$ cat config.mk
export PLATFORM = sky130hd
export DESIGN_NAME = hct_queue
export DESIGN_NICKNAME = d
export VERILOG_FILES = /design/src/rtl/core/hct_pkg.sv /design/src/rtl/core/hct_queue.sv
export SDC_FILE = /design/constraint.sdc
export NUM_CORES = 1
export LEC_CHECK = 0
export BUFFER_PORTS_ARGS = -buffer_cell sky130_fd_sc_hd__buf_4
export CORE_ASPECT_RATIO = 0.9
export CORE_MARGIN = 3
export CORE_UTILIZATION = 50
export CTS_CLUSTER_DIAMETER = 30
export DETAILED_ROUTE_END_ITERATION = 6
export PLACE_DENSITY = 0.77
export SYNTH_ARGS = -nofsm -noshare
export SYNTH_HDL_FRONTEND = slang
export SYNTH_SLANG_ARGS = --single-unit
$ cat constraint.sdc
create_clock -name clk -period 2.4 [get_ports clk]
set_input_delay 0.12 -clock clk [delete_from_list [all_inputs] [get_ports clk]]
set_output_delay 0.12 -clock clk [all_outputs]
set_load 0.01 [all_outputs]
$ cat src/rtl/core/hct_pkg.sv
// Shared constants, codes and queue entry type for the completion tracker.
package hct_pkg;

  localparam int MAX_OWNERS = 16;
  localparam int MAX_PAGES  = 16;
  localparam int COUNT_BITS = 16;

  localparam int SLOTS      = MAX_OWNERS * MAX_PAGES;
  localparam int SLOT_W     = $clog2(SLOTS);
  localparam int OWN_CNT_W  = $clog2(MAX_OWNERS + 1);
  localparam int PAGE_CNT_W = $clog2(MAX_PAGES + 1);

  // Field widths of the streams
  localparam int MODE_W   = 2;
  localparam int OWNER_W  = 4;
  localparam int PAGE_W   = 4;
  localparam int AMOUNT_W = 16;
  localparam int STATUS_W = 2;
  localparam int CFG_W    = 5;
  localparam int IN_DATA_W  = 24;
  localparam int OUT_DATA_W = 8;

  // Largest job count that fits the counters, one bit wider than the amount field
  localparam logic [AMOUNT_W:0] COUNT_MAX = (AMOUNT_W + 1)'((64'd1 << COUNT_BITS) - 64'd1);

  // Queue depth between front and back
  localparam int QDEPTH = 2;
  localparam int QPTR_W = $clog2(QDEPTH);

  // Item modes
  localparam logic [MODE_W-1:0] MODE_PAGES  = 2'd0;
  localparam logic [MODE_W-1:0] MODE_JOBS   = 2'd1;
  localparam logic [MODE_W-1:0] MODE_FINISH = 2'd2;
  localparam logic [MODE_W-1:0] MODE_UNUSED = 2'd3;

  // Result status codes
  localparam logic [STATUS_W-1:0] ST_OK       = 2'd0;
  localparam logic [STATUS_W-1:0] ST_RANGE    = 2'd1;
  localparam logic [STATUS_W-1:0] ST_NOT_PREP = 2'd2;
  localparam logic [STATUS_W-1:0] ST_ALREADY  = 2'd3;

  // One classified item waiting for the back end
  typedef struct packed {
    logic                range_err;
    logic [MODE_W-1:0]   mode;
    logic [OWNER_W-1:0]  owner;
    logic [PAGE_W-1:0]   page;
    logic [AMOUNT_W-1:0] amount;
  } hct_entry_t;

endpackage

$ cat src/rtl/core/hct_queue.sv
// Short FIFO of classified items between front and back.
module hct_queue
  import hct_pkg::*;
(
  input  logic       clk,
  input  logic       rst_n,
  input  logic       clear,
  input  logic       push,
  input  hct_entry_t push_entry,
  output logic       full,
  input  logic       pop,
  output logic       head_valid,
  output hct_entry_t head_entry
);

  hct_entry_t        slot_r [QDEPTH];
  logic [QPTR_W-1:0] wr_ptr_r;
  logic [QPTR_W-1:0] rd_ptr_r;
  logic [QPTR_W:0]   count_r;
  logic              do_pop;

  assign full       = (count_r == (QPTR_W + 1)'(QDEPTH));
  assign head_valid = (count_r != '0);
  assign head_entry = slot_r[rd_ptr_r];
  assign do_pop     = pop && head_valid;

  // Store pushed entries
  always_ff @(posedge clk) begin
    if (push && !full) begin
      slot_r[wr_ptr_r] <= push_entry;
    end
  end

  // Advance pointers and occupancy
  always_ff @(posedge clk) begin
    if (!rst_n || clear) begin
      wr_ptr_r <= '0;
      rd_ptr_r <= '0;
      count_r  <= '0;
    end else begin
      if (push && !full) begin
        wr_ptr_r <= (wr_ptr_r == QPTR_W'(QDEPTH - 1)) ? '0 : wr_ptr_r + 1'b1;
      end
      if (do_pop) begin
        rd_ptr_r <= (rd_ptr_r == QPTR_W'(QDEPTH - 1)) ? '0 : rd_ptr_r + 1'b1;
      end
      count_r <= count_r + (QPTR_W + 1)'(push && !full) - (QPTR_W + 1)'(do_pop);
    end
  end

endmodule

==> summary.txt <==
Timing
  • Max-slew violations: 0
  • Fin crit period: between 1.5 and 2 ns
  • Clock Skew: about 0.0056 ns
  • WHS: approximately 0.14 ns
  • Achievable Freq: just over 500 MHz
  • Final hold violation count: 0
  • Worst relative slew slack: approximately 57%
  • Setup Viol. Count Final: 0
  • Tcrit/Tclk final: 80.6%
  • Worst slew pin tran: approximately 0.65 ns
  • Final Worst Setup Slack: about 0.47 ns
  • Setup tns final: 0 ns
  • RSZ-0062 raised after global routing: false

Synth
  • Mapped Cells: around 110
  • Fraction of synthesized area in multiplexers: 13.8%
  • Synth Register Bits: between 50 and 60
  • Synth area leader: edfxtp_1
  • Share of the yosys chip area belonging to registers: about four fifths
  • Compound-Gate Fraction of Synth Area: less than 1%
  • Count of cell types in the netlist: 22
  • Synth Area in Adders: between 1 and 1.5%
  • Top cell type's share of synthesized area: between 70% and 80%
  • Top post-synthesis cells by count: edfxtp_1 (54), mux2_1 (27), dfxtp_1 (5), inv_1 (4), nor2_1 (4)
  • Synth Area in XOR/XNOR: less than 1%
  • Main combinational cell family by area after synthesis: multiplexers
  • Post-Synth Simple-Gate Area: 2.96%
  • Count of warnings emitted by yosys: 0
  • Syn Nets: 147
  • Main synth FF type: edfxtp_1
  • Mean Syn Cell Area: between 15 and 20 sq um
  • Cell Area, Synth: about 2200 sq um
  • Top-count cell post-synth: edfxtp_1
  • Top cells by area, synth: edfxtp_1 (74%), mux2_1 (14%), dfxtp_1 (4.6%)
  • Post-synth EDFFs: between 50 and 60
  • Ys async rst share: 0%

Layout
  • N_diodes: 0
  • Final core utilization: approximately three quarters
  • Share of cells above drive strength 1: a little under two fifths
  • Fill count: ~250
  • Area Growth Syn to Fin: 43.8%
  • Layout Nets: around 250

Pwr
  • Peak supply drop: 0.427 mV
  • PD cells: between 600 and 700 nW/um^2
  • Sw Ratio: 21.1%
  • Pint: between 1500 and 2000 uW
  • P_sw: ~470 uW
  • Share of power burned in registers: around 54%
  • Share of total power in combinational logic: roughly a tenth
  • Leakage: approximately 0.0013 uW
  • Clk pwr share: a little over a third

CTS
  • Total CTS buffers: 9
  • CTS sink count: 59
  • H-tree Lvls: 3
  • Worst-Skew Late Latency: 0.33 ns
  • Root Buffer: clkbuf_8
  • Setup Buffers After CTS: 0
  • CTS Buffer Depth: 2
  • Clock slew at reported path FFs: about 0.060 ns
  • TritonCTS clock tree: yes

Floorplan
  • Ports: between 60 and 70
  • # rows: 22
  • Die area: 5230 sq um
  • Core area: just over 4000 sq um
  • Initial core utilization: 52.9%
  • Die width: 75.9 um
  • Die extent in y: 68.9 um

Routing
  • Post-route DRC: 0
  • Vias: 1256
  • Pre-antenna DRT Iters: 7
  • Total wire length: between 4000 and 5000 um
  • DR iter-0 viols: between 100 and 150
  • Via density: about 4.6
  • Post-DRT Antenna Nets: 0
  • Wirelength per Cell: roughly 15 um

Placed design
  • Final Wtd Congestion: 0.615
  • Post-Place Worst Slack: 0.648 ns
  • Port Buf Inserts: 60
  • DP HPWL: between 2000 and 3000 um

GRT
  • GRT overflow: 0
  • Overall Global Routing Usage: roughly 17%
  • Largest net degree at the start of global routing: 28
  • Vias in the first global route: about 1200
  • Initial antenna violation count: 0
  • First-pass GRT wire length: around 6000 um

Worst setup path
  • CP top delay family: flip-flops
  • Data required time at the worst endpoint: 2.28 ns
  • CP max FO: 18
  • Crit-path slowest cell: dfxtp_1
  • Crit path buf inv count: 2
  • Crit path kind: register to output port
  • Critical-path cell list: buf_4 -> mux2_1 -> buf_4
  • Worst setup SP type: register
  • R2R setup slack: ~0.64 ns
  • Most used cell, CP: buf_4
  • WP data arrival: 1.81 ns
  • Critical Path Max Stage Delay: roughly 0.6 ns
  • Crit end category: output port

Min path
  • Hold Path Class: input port to register

Flow run
  • Max cap viols: 0

Outcome
  • Status: complete, no violations
-- timing repair --
action,in CTS,in global routing
hold buffers,27,0
resized for setup,0,0
endpoints found under the hold margin,54,0
-- path summary, 6_finish.rpt --
path,startpoint,to,depth (start not counted)
setup reg to reg,count_r[0]$_SDFF_PP0_,slot_r[0][21]$_DFFE_PP_,5
hold reg to reg,wr_ptr_r$_SDFFE_PP0P_,wr_ptr_r$_SDFFE_PP0P_,2
setup / recovery,register,head_entry[1],3
hold / removal,rst_n,count_r[0]$_SDFF_PP0_,3
-- final cells by class --
class | count | area, sq um | area share (%)
timing repair buffer | 90 | 743 | 23.5
tap | 60 | 75.1 | 2.37
clock buffer | 14 | 163 | 5.14
inverter | 5 | 18.8 | 0.594
clock inverter | 2 | 10.0 | 0.317
sequential | 59 | 1720 | 54.5
multi-input combinational | 46 | 430 | 13.6
-- cells by family after synthesis --
| group | Yosys count |
|---|---|
| DFF | 59 |
| muxes | 27 |
| and+or+nand+nor | 12 |
| buffers and inverters | 8 |
| AOI/OAI and AO/OA | 3 |
| xor gates and xnor gates | 2 |
| adders and majority gates | 2 |
-- per-stage QoR --
step	instance area (sq um)	total power [uW]	std cells
detailed placement	2720	1410	233
floorplan	2200	1290	113
global route	3160	2300	276
global placement	2720	1400	233
CTS	3160	2220	276
finish	3160	2210	276
-- worst reg2reg max path: cells and delay by family, from the launching register on --
family | cells | cell delay [ns]
buffers and inverters | 3 | 0.61
and+or+nand+nor | 2 | 0.48
DFF | 1 | 0.38
-- cell usage in the layout (no fill, tap or decap) --
master / synthesis / routed
nand2b_2: 1 / 1
ha_1: 2 / 2
mux2_1: 27 / 27
o21a_2: 1 / 1
dfxtp_1: 5 / 5
o21ai_0: 1 / 1
nor3_1: 1 / 1
or2_2: 1 / 1
and3_2: 1 / 1
clkbuf_8: 0 / 11
xor2_1: 1 / 1
clkinv_2: 0 / 2
nand2_1: 1 / 1
and2_1: 1 / 1
a21oi_1: 1 / 1
inv_1: 4 / 4
edfxtp_1: 54 / 54
clkbuf_1: 0 / 3
or3_1: 1 / 1
dlygate4sd3_1: 0 / 27
xnor2_1: 1 / 1
buf_4: 0 / 63
nand2b_1: 1 / 1
nor2_1: 4 / 4
inv_2: 1 / 1
-- metal layers --
layer	global-route usage [%]	vias up	wire length, um	part of all wire (%)
met4	5.90	0	36	0.87
met1	20.2	591	1790	43
li1	-	621	-	-
met3	9.57	4	277	6.7
met5	0	-	0	0
met2	26.4	40	2020	49
-- power groups by stage --
stage               Combinational, uW  Sequential [uW]  Clock [uW]
floorplan                        85.2             1200           0
global placement                  195             1210           0
detailed placement                200             1210           0
CTS                               237             1190         797
global route                      255             1190         850
finish                            234             1190         784
-- flip-flops by register name, indices dropped and copies added, names as in the netlist, named ones only --
name,cells
rd_ptr_r,1
slot_r,54
count_r,2
wr_ptr_r,1
Power figures use the tool's default switching activity.
