### src/rtl/core/hct_pkg.sv
// Shared constants, codes and queue entry type for the completion tracker.
package hct_pkg;

  localparam int MAX_OWNERS = 16;
  localparam int MAX_PAGES  = 16;
  localparam int COUNT_BITS = 16;

  localparam int SLOTS      = MAX_OWNERS * MAX_PAGES;
  localparam int SLOT_W     = $clog2(SLOTS);
  localparam int OWN_CNT_W  = $clog2(MAX_OWNERS + 1);
  localparam int PAGE_CNT_W = $clog2(MAX_PAGES + 1);

  // Field widths of the streams
  localparam int MODE_W   = 2;
  localparam int OWNER_W  = 4;
  localparam int PAGE_W   = 4;
  localparam int AMOUNT_W = 16;
  localparam int STATUS_W = 2;
  localparam int CFG_W    = 5;
  localparam int IN_DATA_W  = 24;
  localparam int OUT_DATA_W = 8;

  // Largest job count that fits the counters, one bit wider than the amount field
  localparam logic [AMOUNT_W:0] COUNT_MAX = (AMOUNT_W + 1)'((64'd1 << COUNT_BITS) - 64'd1);

  // Queue depth between front and back
  localparam int QDEPTH = 2;
  localparam int QPTR_W = $clog2(QDEPTH);

  // Item modes
  localparam logic [MODE_W-1:0] MODE_PAGES  = 2'd0;
  localparam logic [MODE_W-1:0] MODE_JOBS   = 2'd1;
  localparam logic [MODE_W-1:0] MODE_FINISH = 2'd2;
  localparam logic [MODE_W-1:0] MODE_UNUSED = 2'd3;

  // Result status codes
  localparam logic [STATUS_W-1:0] ST_OK       = 2'd0;
  localparam logic [STATUS_W-1:0] ST_RANGE    = 2'd1;
  localparam logic [STATUS_W-1:0] ST_NOT_PREP = 2'd2;
  localparam logic [STATUS_W-1:0] ST_ALREADY  = 2'd3;

  // One classified item waiting for the back end
  typedef struct packed {
    logic                range_err;
    logic [MODE_W-1:0]   mode;
    logic [OWNER_W-1:0]  owner;
    logic [PAGE_W-1:0]   page;
    logic [AMOUNT_W-1:0] amount;
  } hct_entry_t;

endpackage

### src/rtl/core/hct_front.sv
// Front end: accepts input beats, holds the owner count and flags static range errors.
module hct_front
  import hct_pkg::*;
(
  input  logic                  clk,
  input  logic                  rst_n,
  input  logic                  in_tvalid,
  output logic                  in_tready,
  input  logic [MODE_W-1:0]     in_tuser,   // mode
  input  logic [IN_DATA_W-1:0]  in_tdata,   // owner, page, amount
  input  logic                  cfg_wen,
  input  logic [CFG_W-1:0]      cfg_wdata,
  input  logic                  q_full,
  output logic                  q_push,
  output hct_entry_t            q_entry,
  output logic [OWN_CNT_W-1:0]  num_owners
);

  logic [OWN_CNT_W-1:0] num_owners_r;
  logic [OWN_CNT_W-1:0] num_owners_nxt;
  logic [OWNER_W-1:0]   owner;
  logic [AMOUNT_W-1:0]  amount;

  // Clamp the written owner count into 1..MAX_OWNERS
  always_comb begin
    if (cfg_wdata == '0) begin
      num_owners_nxt = OWN_CNT_W'(1);
    end else if ({1'b0, cfg_wdata} > (CFG_W + 1)'(MAX_OWNERS)) begin
      num_owners_nxt = OWN_CNT_W'(MAX_OWNERS);
    end else begin
      num_owners_nxt = OWN_CNT_W'(cfg_wdata);
    end
  end

  always_ff @(posedge clk) begin
    if (!rst_n) begin
      num_owners_r <= OWN_CNT_W'(1);
    end else if (cfg_wen) begin
      num_owners_r <= num_owners_nxt;
    end
  end

  assign num_owners = num_owners_r;
  assign in_tready  = !q_full;
  assign q_push     = in_tvalid && !q_full;

  assign owner  = in_tdata[OWNER_W-1:0];
  assign amount = in_tdata[OWNER_W+PAGE_W +: AMOUNT_W];

  // Classify: checks that need no table state
  always_comb begin
    q_entry.mode   = in_tuser;
    q_entry.owner  = owner;
    q_entry.page   = in_tdata[OWNER_W +: PAGE_W];
    q_entry.amount = amount;
    q_entry.range_err = (in_tuser == MODE_UNUSED) ||
                        ((OWN_CNT_W + 1)'(owner) >= (OWN_CNT_W + 1)'(num_owners_r)) ||
                        ((in_tuser == MODE_PAGES) &&
                         ((amount == '0) || (amount > AMOUNT_W'(MAX_PAGES))));
  end

endmodule

### config.mk
export PLATFORM = sky130hd
export DESIGN_NAME = hct_front
export DESIGN_NICKNAME = d
export VERILOG_FILES = /design/src/rtl/core/hct_pkg.sv /design/src/rtl/core/hct_front.sv
export SDC_FILE = /design/constraint.sdc
export NUM_CORES = 1
export LEC_CHECK = 0
export BUFFER_PORTS_ARGS = -buffer_cell sky130_fd_sc_hd__buf_4
export CAP_MARGIN = 20
export CORE_MARGIN = 4
export CORE_UTILIZATION = 33
export CTS_BUF_LIST = sky130_fd_sc_hd__clkbuf_4 sky130_fd_sc_hd__clkbuf_8
export DETAILED_ROUTE_END_ITERATION = 7
export GPL_TIMING_DRIVEN = 0
export PLACE_DENSITY = 0.81
export SYNTH_ARGS = -nofsm -noshare
export SYNTH_HDL_FRONTEND = slang
export SYNTH_SLANG_ARGS = --single-unit
### constraint.sdc
create_clock -name clk -period 1.21 [get_ports clk]
set_input_delay 0.0605 -clock clk [delete_from_list [all_inputs] [get_ports clk]]
set_output_delay 0.0605 -clock clk [all_outputs]
set_load 0.05 [all_outputs]
==> impl_metrics.json, run 1 <==
{
  "status": "complete, but fails checks",
  "violations": "setup timing",
  "die_area_sq_um": 2476,
  "clock.fmax_mhz": 611.5,
  "p_leak_uw": 0.0006198,
  "worstSetupPathType": "flop to primary output",
  "clockBufferDepth": 2,
  "ir_worst_vdd_uv": 759.5,
  "maxCapViolCount": 0,
  "required_ns": 1.15,
  "p_per_area_nw_per_um2": 817.3,
  "ys_seq_elements": 5,
  "start_util_pct": 36.51,
  "synth_seq_area_share_pct": 17.39,
  "min_period_over_period_pct": 135.1,
  "r2r_start": "num_owners[1]",
  "antenna_found_initial": 0,
  "place_ws_ns": -0.2211,
  "dp.cells": 152,
  "cts-root-buf": "clkbuf_4",
  "rows": 14,
  "dp.final_hpwl_mm": 1.786,
  "yosysWarningCount": 0,
  "setup.worst_path.start": "num_owners[1]",
  "r2r_cells": 4,
  "rrSetupSlack_ns": 0.39,
  "tightest_slew_ns": 0.3505,
  "arrival_ns": 1.57,
  "grt_pass1_wl_mm": 3.139,
  "setup_viol": 1,
  "cts_max_level": 1,
  "layout.nets": 183,
  "grt_pass1_vias": 729,
  "syn_inst": 72,
  "cp_max_fo": 2,
  "endpoint": "q_entry[26]",
  "synth_edf_count": 0,
  "layout-drive-gt1-share_pct": 78.87,
  "syn_area_per_cell_sq_um": 7.994,
  "clk_pin_slew_ns": 0.04,
  "vias": 727,
  "io_pins": 70,
  "post-synth-top-count-cell": "buf_4",
  "async_reset_ff_share_pct": 0,
  "portBuffers": 64,
  "synth_area_leaders": "buf_4 (34%), dfxtp_1 (17%), ha_1 (8.7%)",
  "die_w_microns": 49.76,
  "end_kind": "primary output",
  "finalMaxSlewViolations": 0,
  "firstDrtPassIters": 2,
  "grt_usage_pct": 16.19,
  "power_uw": 974.5,
  "drt-vias-per-instance": 4.601,
  "drc": 0,
  "syn_nets": 112,
  "ctsHoldBuffers": 0,
  "synth_top_cell_by_area": "buf_4",
  "synth.cell_area_sq_um": 575.6,
  "area_growth_pct": 107.2,
  "largest_reg_flops": 5,
  "cpMaxStageDelayCell": "dfxtp_4",
  "multi_input_area_sq_um": 310.3,
  "hold_violations": 0,
  "cts_tree": "done",
  "overflow": 0,
  "core_area_sq_um": 1577,
  "seqCellArea_sq_um": 112.6,
  "synth_top_area_share_pct": 33.91,
  "reg2reg_to": "num_owners[1]",
  "fin_worst_skew_ns": 0,
  "hp-class": "primary input to flop",
  "fin_cells": 158,
  "diodes": 0,
  "drt-initial-drc-count": 4,
  "fillCellCount": 125,
  "worstPathCellList": "inv_4 > ha_4 > o21ai_2 > a21oi_2 > o31ai_2 > o211ai_2 > buf_6",
  "ant_nets": 0,
  "wl_mm": 1.988,
  "synth_ff_type": "dfxtp_1",
  "cts_inserted_buffers": 3,
  "min_period_ns": 1.635,
  "slew-limit-headroom_pct": 76.63,
  "synth_commonest_cells": "buf_4 (26), dfxtp_1 (5), inv_1 (5), nor2_1 (5), ha_1 (4)",
  "routedWlPerCell_microns": 12.58,
  "die_h_microns": 49.76,
  "yosysUniqueCellTypes": 23,
  "layout_setup_ws_ns": -0.4253,
  "max_stage_delay_ns": 0.35,
  "rsz0062_at_grt": "yes",
  "grt_max_degree": 10,
  "start_kind": "flop",
  "gp_congestion": 0.7199,
  "clk_latency_ns": 0.24,
  "clock_sinks": 5
}
-- worst max-delay path, delay by kind of cell, from the launching register on --
| kind | cells | cell delay [ns] |
|---|---|---|
| compound gates | 4 | 0.57 |
| flops | 1 | 0.35 |
| buf+inv | 2 | 0.21 |
| fa+ha+maj | 1 | 0.20 |
-- report_power, final --
part | leakage (uW) | total (uW) | switching [uW] | internal, uW
clock | 0.0000184 | 218 | 70.7 | 147
sequential | 0.0000431 | 177 | 6.37 | 171
combinational | 0.000558 | 580 | 333 | 246
total | 0.000620 | 975 | 410 | 564
-- final cells by class --
cell class,count,share of cell area (%)
buffer,27,16.68
clock buffer,4,2.518
inverter,5,1.784
multi-input combinational,35,26.02
sequential,5,9.444
tap,16,1.679
timing repair buffer,66,41.87
-- layer usage --
metal | vias to the layer above | GRT usage [%] | routed length [microns]
met4 | 0 | 8.295 | 29
li1 | 355 | - | -
met1 | 322 | 16.76 | 694
met2 | 47 | 29.07 | 1016
met3 | 3 | 4.819 | 248
met5 | - | 0 | 0
-- worst min-delay path by stage --
stage               slack (ns)  cells past startpoint       endpoint   from
finish                   0.005                      2  num_owners[0]  rst_n
global route             0.005                      2  num_owners[0]  rst_n
CTS                     0.0009                      2  num_owners[0]  rst_n
detailed placement        0.26                      2  num_owners[0]  rst_n
global placement          0.26                      2  num_owners[0]  rst_n
floorplan                 0.14                      1  num_owners[0]  rst_n
-- per-stage QoR --
step | hold WS [ns] | util (%) | area [sq um] | TNS [ns]
2_1_floorplan | 0.1395 | - | 613.1 | -0.2787
3_3_place_gp | 0.2598 | 70.63 | 1114 | -0.2257
3_5_place_dp | 0.2607 | 70.63 | 1114 | -0.2211
4_1_cts | 0.0008551 | 74.21 | 1170 | -0.3769
5_1_grt | 0.004783 | 75.63 | 1192 | -0.5083
6_report | 0.004909 | 75.63 | 1192 | -0.4253
-- cells by family after synthesis --
kind of cell / after synthesis / synth area share, %
flops: 5 / 17.39
fa+ha+maj: 4 / 8.696
simple gates: 19 / 20.65
xor+xnor: 1 / 1.522
buf+inv: 32 / 37.83
mux: 1 / 1.739
compound gates: 10 / 12.17
-- placed cells by master (no fill, tap or decap), drive strengths merged --
cell type and n:
nor4 3, clkbuf 5, buf 92, nand2 3, o211ai 1, nor2b 2, dfxtp 5, nor2 5
mux2i 1, ha 4, o22ai 2, nand3b 1, o21a 1, o31ai 1, xnor2 1, nor3 2
and2 3, a21oi 1, o21ai 3, a41o 1, inv 5
-- what timing repair did --
item,4_1_cts,5_1_grt
resized for setup,3,4
buffers inserted,1,1
setup endpoints to repair,1,1
pin swaps,4,3
Note: power is estimated with default switching activity, not from simulation.
==> run 2: changes to the inputs <==
- CELL_PAD_IN_SITES_DETAIL_PLACEMENT: not set -> 0
- CELL_PAD_IN_SITES_GLOBAL_PLACEMENT: not set -> 1
- CORE_UTILIZATION: 33 -> 20
- PLACE_DENSITY: 0.81 -> not set
- PLACE_DENSITY_LB_ADDON: not set -> 0.1
==> run 2 against run 1 <==
  * The flow still finishes with violations (setup timing)
  * Clock skew unchanged
  * Register-to-register slack gained 0.08 ns
  * Cell count grew 8.9%
  * Highest routed layer unchanged
  * Flip-flop and latch count did not move
  * Power fell by 2.3%
  * Final area rose by 0.10%
  * Critical path depth did not move
  * Worst setup slack better by 0.097 ns
  * Wire length decreased by 13%
  * Maximum frequency increased by 6.3%
  * Clock power barely moved
  * Sequential share of layout area barely moved
==> impl_metrics.json, run 2 (same netlist as run 1, synthesis figures left out) <==
{
  "status": "complete, but fails checks",
  "violations": "setup timing",
  "core_area_sq_um": 2758,
  "tns_ns": -0.3279,
  "min_period_ns": 1.538,
  "layout-drive-gt1-share_pct": 76.60,
  "rsz0062_at_grt": "yes",
  "grt_max_degree": 10,
  "hold_start": "rst_n",
  "whs_ns": 0.006089,
  "r2r_start": "num_owners[2]",
  "ctsHoldBuffers": 0,
  "layout_setup_ws_ns": -0.3279,
  "setup_viol": 1,
  "fin_worst_skew_ns": 0,
  "io_pins": 70,
  "grt_pass1_vias": 601,
  "required_ns": 1.15,
  "combPwrFrac_pct": 58.6,
  "rrSetupSlack_ns": 0.47,
  "drc": 0,
  "rows": 19,
  "slew-limit-headroom_pct": 76.78,
  "min_to": "num_owners[0]",
  "hp-class": "primary input to flop",
  "r2r_cells": 3,
  "die_h_microns": 61.65,
  "grt_pass1_wl_mm": 2.456,
  "swShare_pct": 41.80,
  "dp.final_hpwl_mm": 1.565,
  "drt-vias-per-instance": 3.890,
  "maxCapViolCount": 0,
  "start_kind": "flop",
  "firstDrtPassIters": 4,
  "end_kind": "primary output",
  "diodes": 0,
  "grt_usage_pct": 8.709,
  "area_growth_pct": 107.4,
  "p_leak_uw": 0.0006145,
  "cts_inserted_buffers": 3,
  "wl_mm": 1.721,
  "ant_nets": 0,
  "reg2reg_to": "num_owners[2]",
  "mostFrequentLayoutCell": "buf_4",
  "clk_latency_ns": 0.24,
  "intPower_uw": 554.3,
  "cts_max_level": 1,
  "p_clk_share_pct": 22.8,
  "clockBufferDepth": 2,
  "die_area_sq_um": 3800,
  "finalMaxSlewViolations": 0,
  "cp_max_fo": 2,
  "ir_worst_vdd_uv": 553.4,
  "start_util_pct": 20.87,
  "p_sw_uw": 398.1,
  "routedWlPerCell_microns": 10.01,
  "largest_reg_flops": 5,
  "clk_pin_slew_ns": 0.04,
  "cts_tree": "done",
  "drt-initial-drc-count": 12,
  "tightest_slew_ns": 0.3483,
  "layout.nets": 182,
  "pwr-share-seq_pct": 18.7,
  "antenna_found_initial": 0,
  "whs_path_depth": 2,
  "min_period_over_period_pct": 127.1,
  "die_w_microns": 61.65,
  "clock.fmax_mhz": 650.2,
  "power_uw": 952.4,
  "overflow": 0,
  "hold_violations": 0,
  "final_cell_mix": "buf_4 (90), nor2_1 (5), clkbuf_4 (4)",
  "vias": 669,
  "clock_sinks": 5,
  "p_per_area_nw_per_um2": 797.9,
  "gp_congestion": 0.7119,
  "cts-root-buf": "clkbuf_4",
  "worstSetupPathType": "flop to primary output",
  "portBuffers": 64,
  "arrival_ns": 1.48
}
==> run 2: what timing repair did <==
action,in CTS,in global routing
resized for setup,3,1
pin swaps,4,0
endpoints found under the setup margin,1,1
buffers inserted,1,0
==> run 2: metal layers <==
metal	GRT usage (%)	part of all wire (%)
met5	0	0
met3	2.725	18
met2	15.10	47
met4	5.455	1.6
met1	9.035	33
==> run 2: power groups by stage <==
stage	registers, uW	clock network (uW)	logic (uW)
2_1_floorplan	207	0	321
3_3_place_gp	180	0	548
3_5_place_dp	180	0	550
4_1_cts	178	227	561
5_1_grt	179	239	592
6_report	178	217	558
==> run 2: worst max path at each step <==
stage | slack [ns] | end | startpoint | cells after the start
2_1_floorplan | -0.28 | q_entry[26] | num_owners[1] | 6
3_3_place_gp | -0.24 | q_entry[26] | num_owners[0] | 6
3_5_place_dp | -0.26 | q_entry[26] | num_owners[0] | 6
4_1_cts | -0.42 | q_entry[26] | num_owners[1] | 7
5_1_grt | -0.45 | q_entry[26] | num_owners[1] | 7
6_report | -0.33 | q_entry[26] | num_owners[1] | 7
==> run 2: layout make-up <==
cell class / count / area, sq um
timing repair buffer: 65 / 491.7
clock buffer: 4 / 30.03
inverter: 5 / 21.27
sequential: 5 / 112.6
fill: 291 / 1564
buffer: 27 / 198.9
multi-input combinational: 35 / 300.3
tap: 31 / 38.79
==> run 2: critical path, cell delays in order, from the launching register on <==
cell	delay [ns]
dfxtp_4	0.34
inv_4	0.06
ha_4	0.18
o21ai_1	0.10
a21oi_1	0.07
o31ai_2	0.20
o211ai_2	0.12
buf_6	0.17
==> run 2: per-stage QoR <==
step | instances | setup slack (ns) | util (%) | area [sq um]
floorplan | 72 | -0.2787 | - | 613.1
global placement | 167 | -0.2372 | 41.06 | 1132
detailed placement | 167 | -0.2564 | 41.06 | 1132
CTS | 172 | -0.4163 | 43.10 | 1189
global route | 172 | -0.4466 | 43.28 | 1194
finish | 172 | -0.3279 | 43.28 | 1194
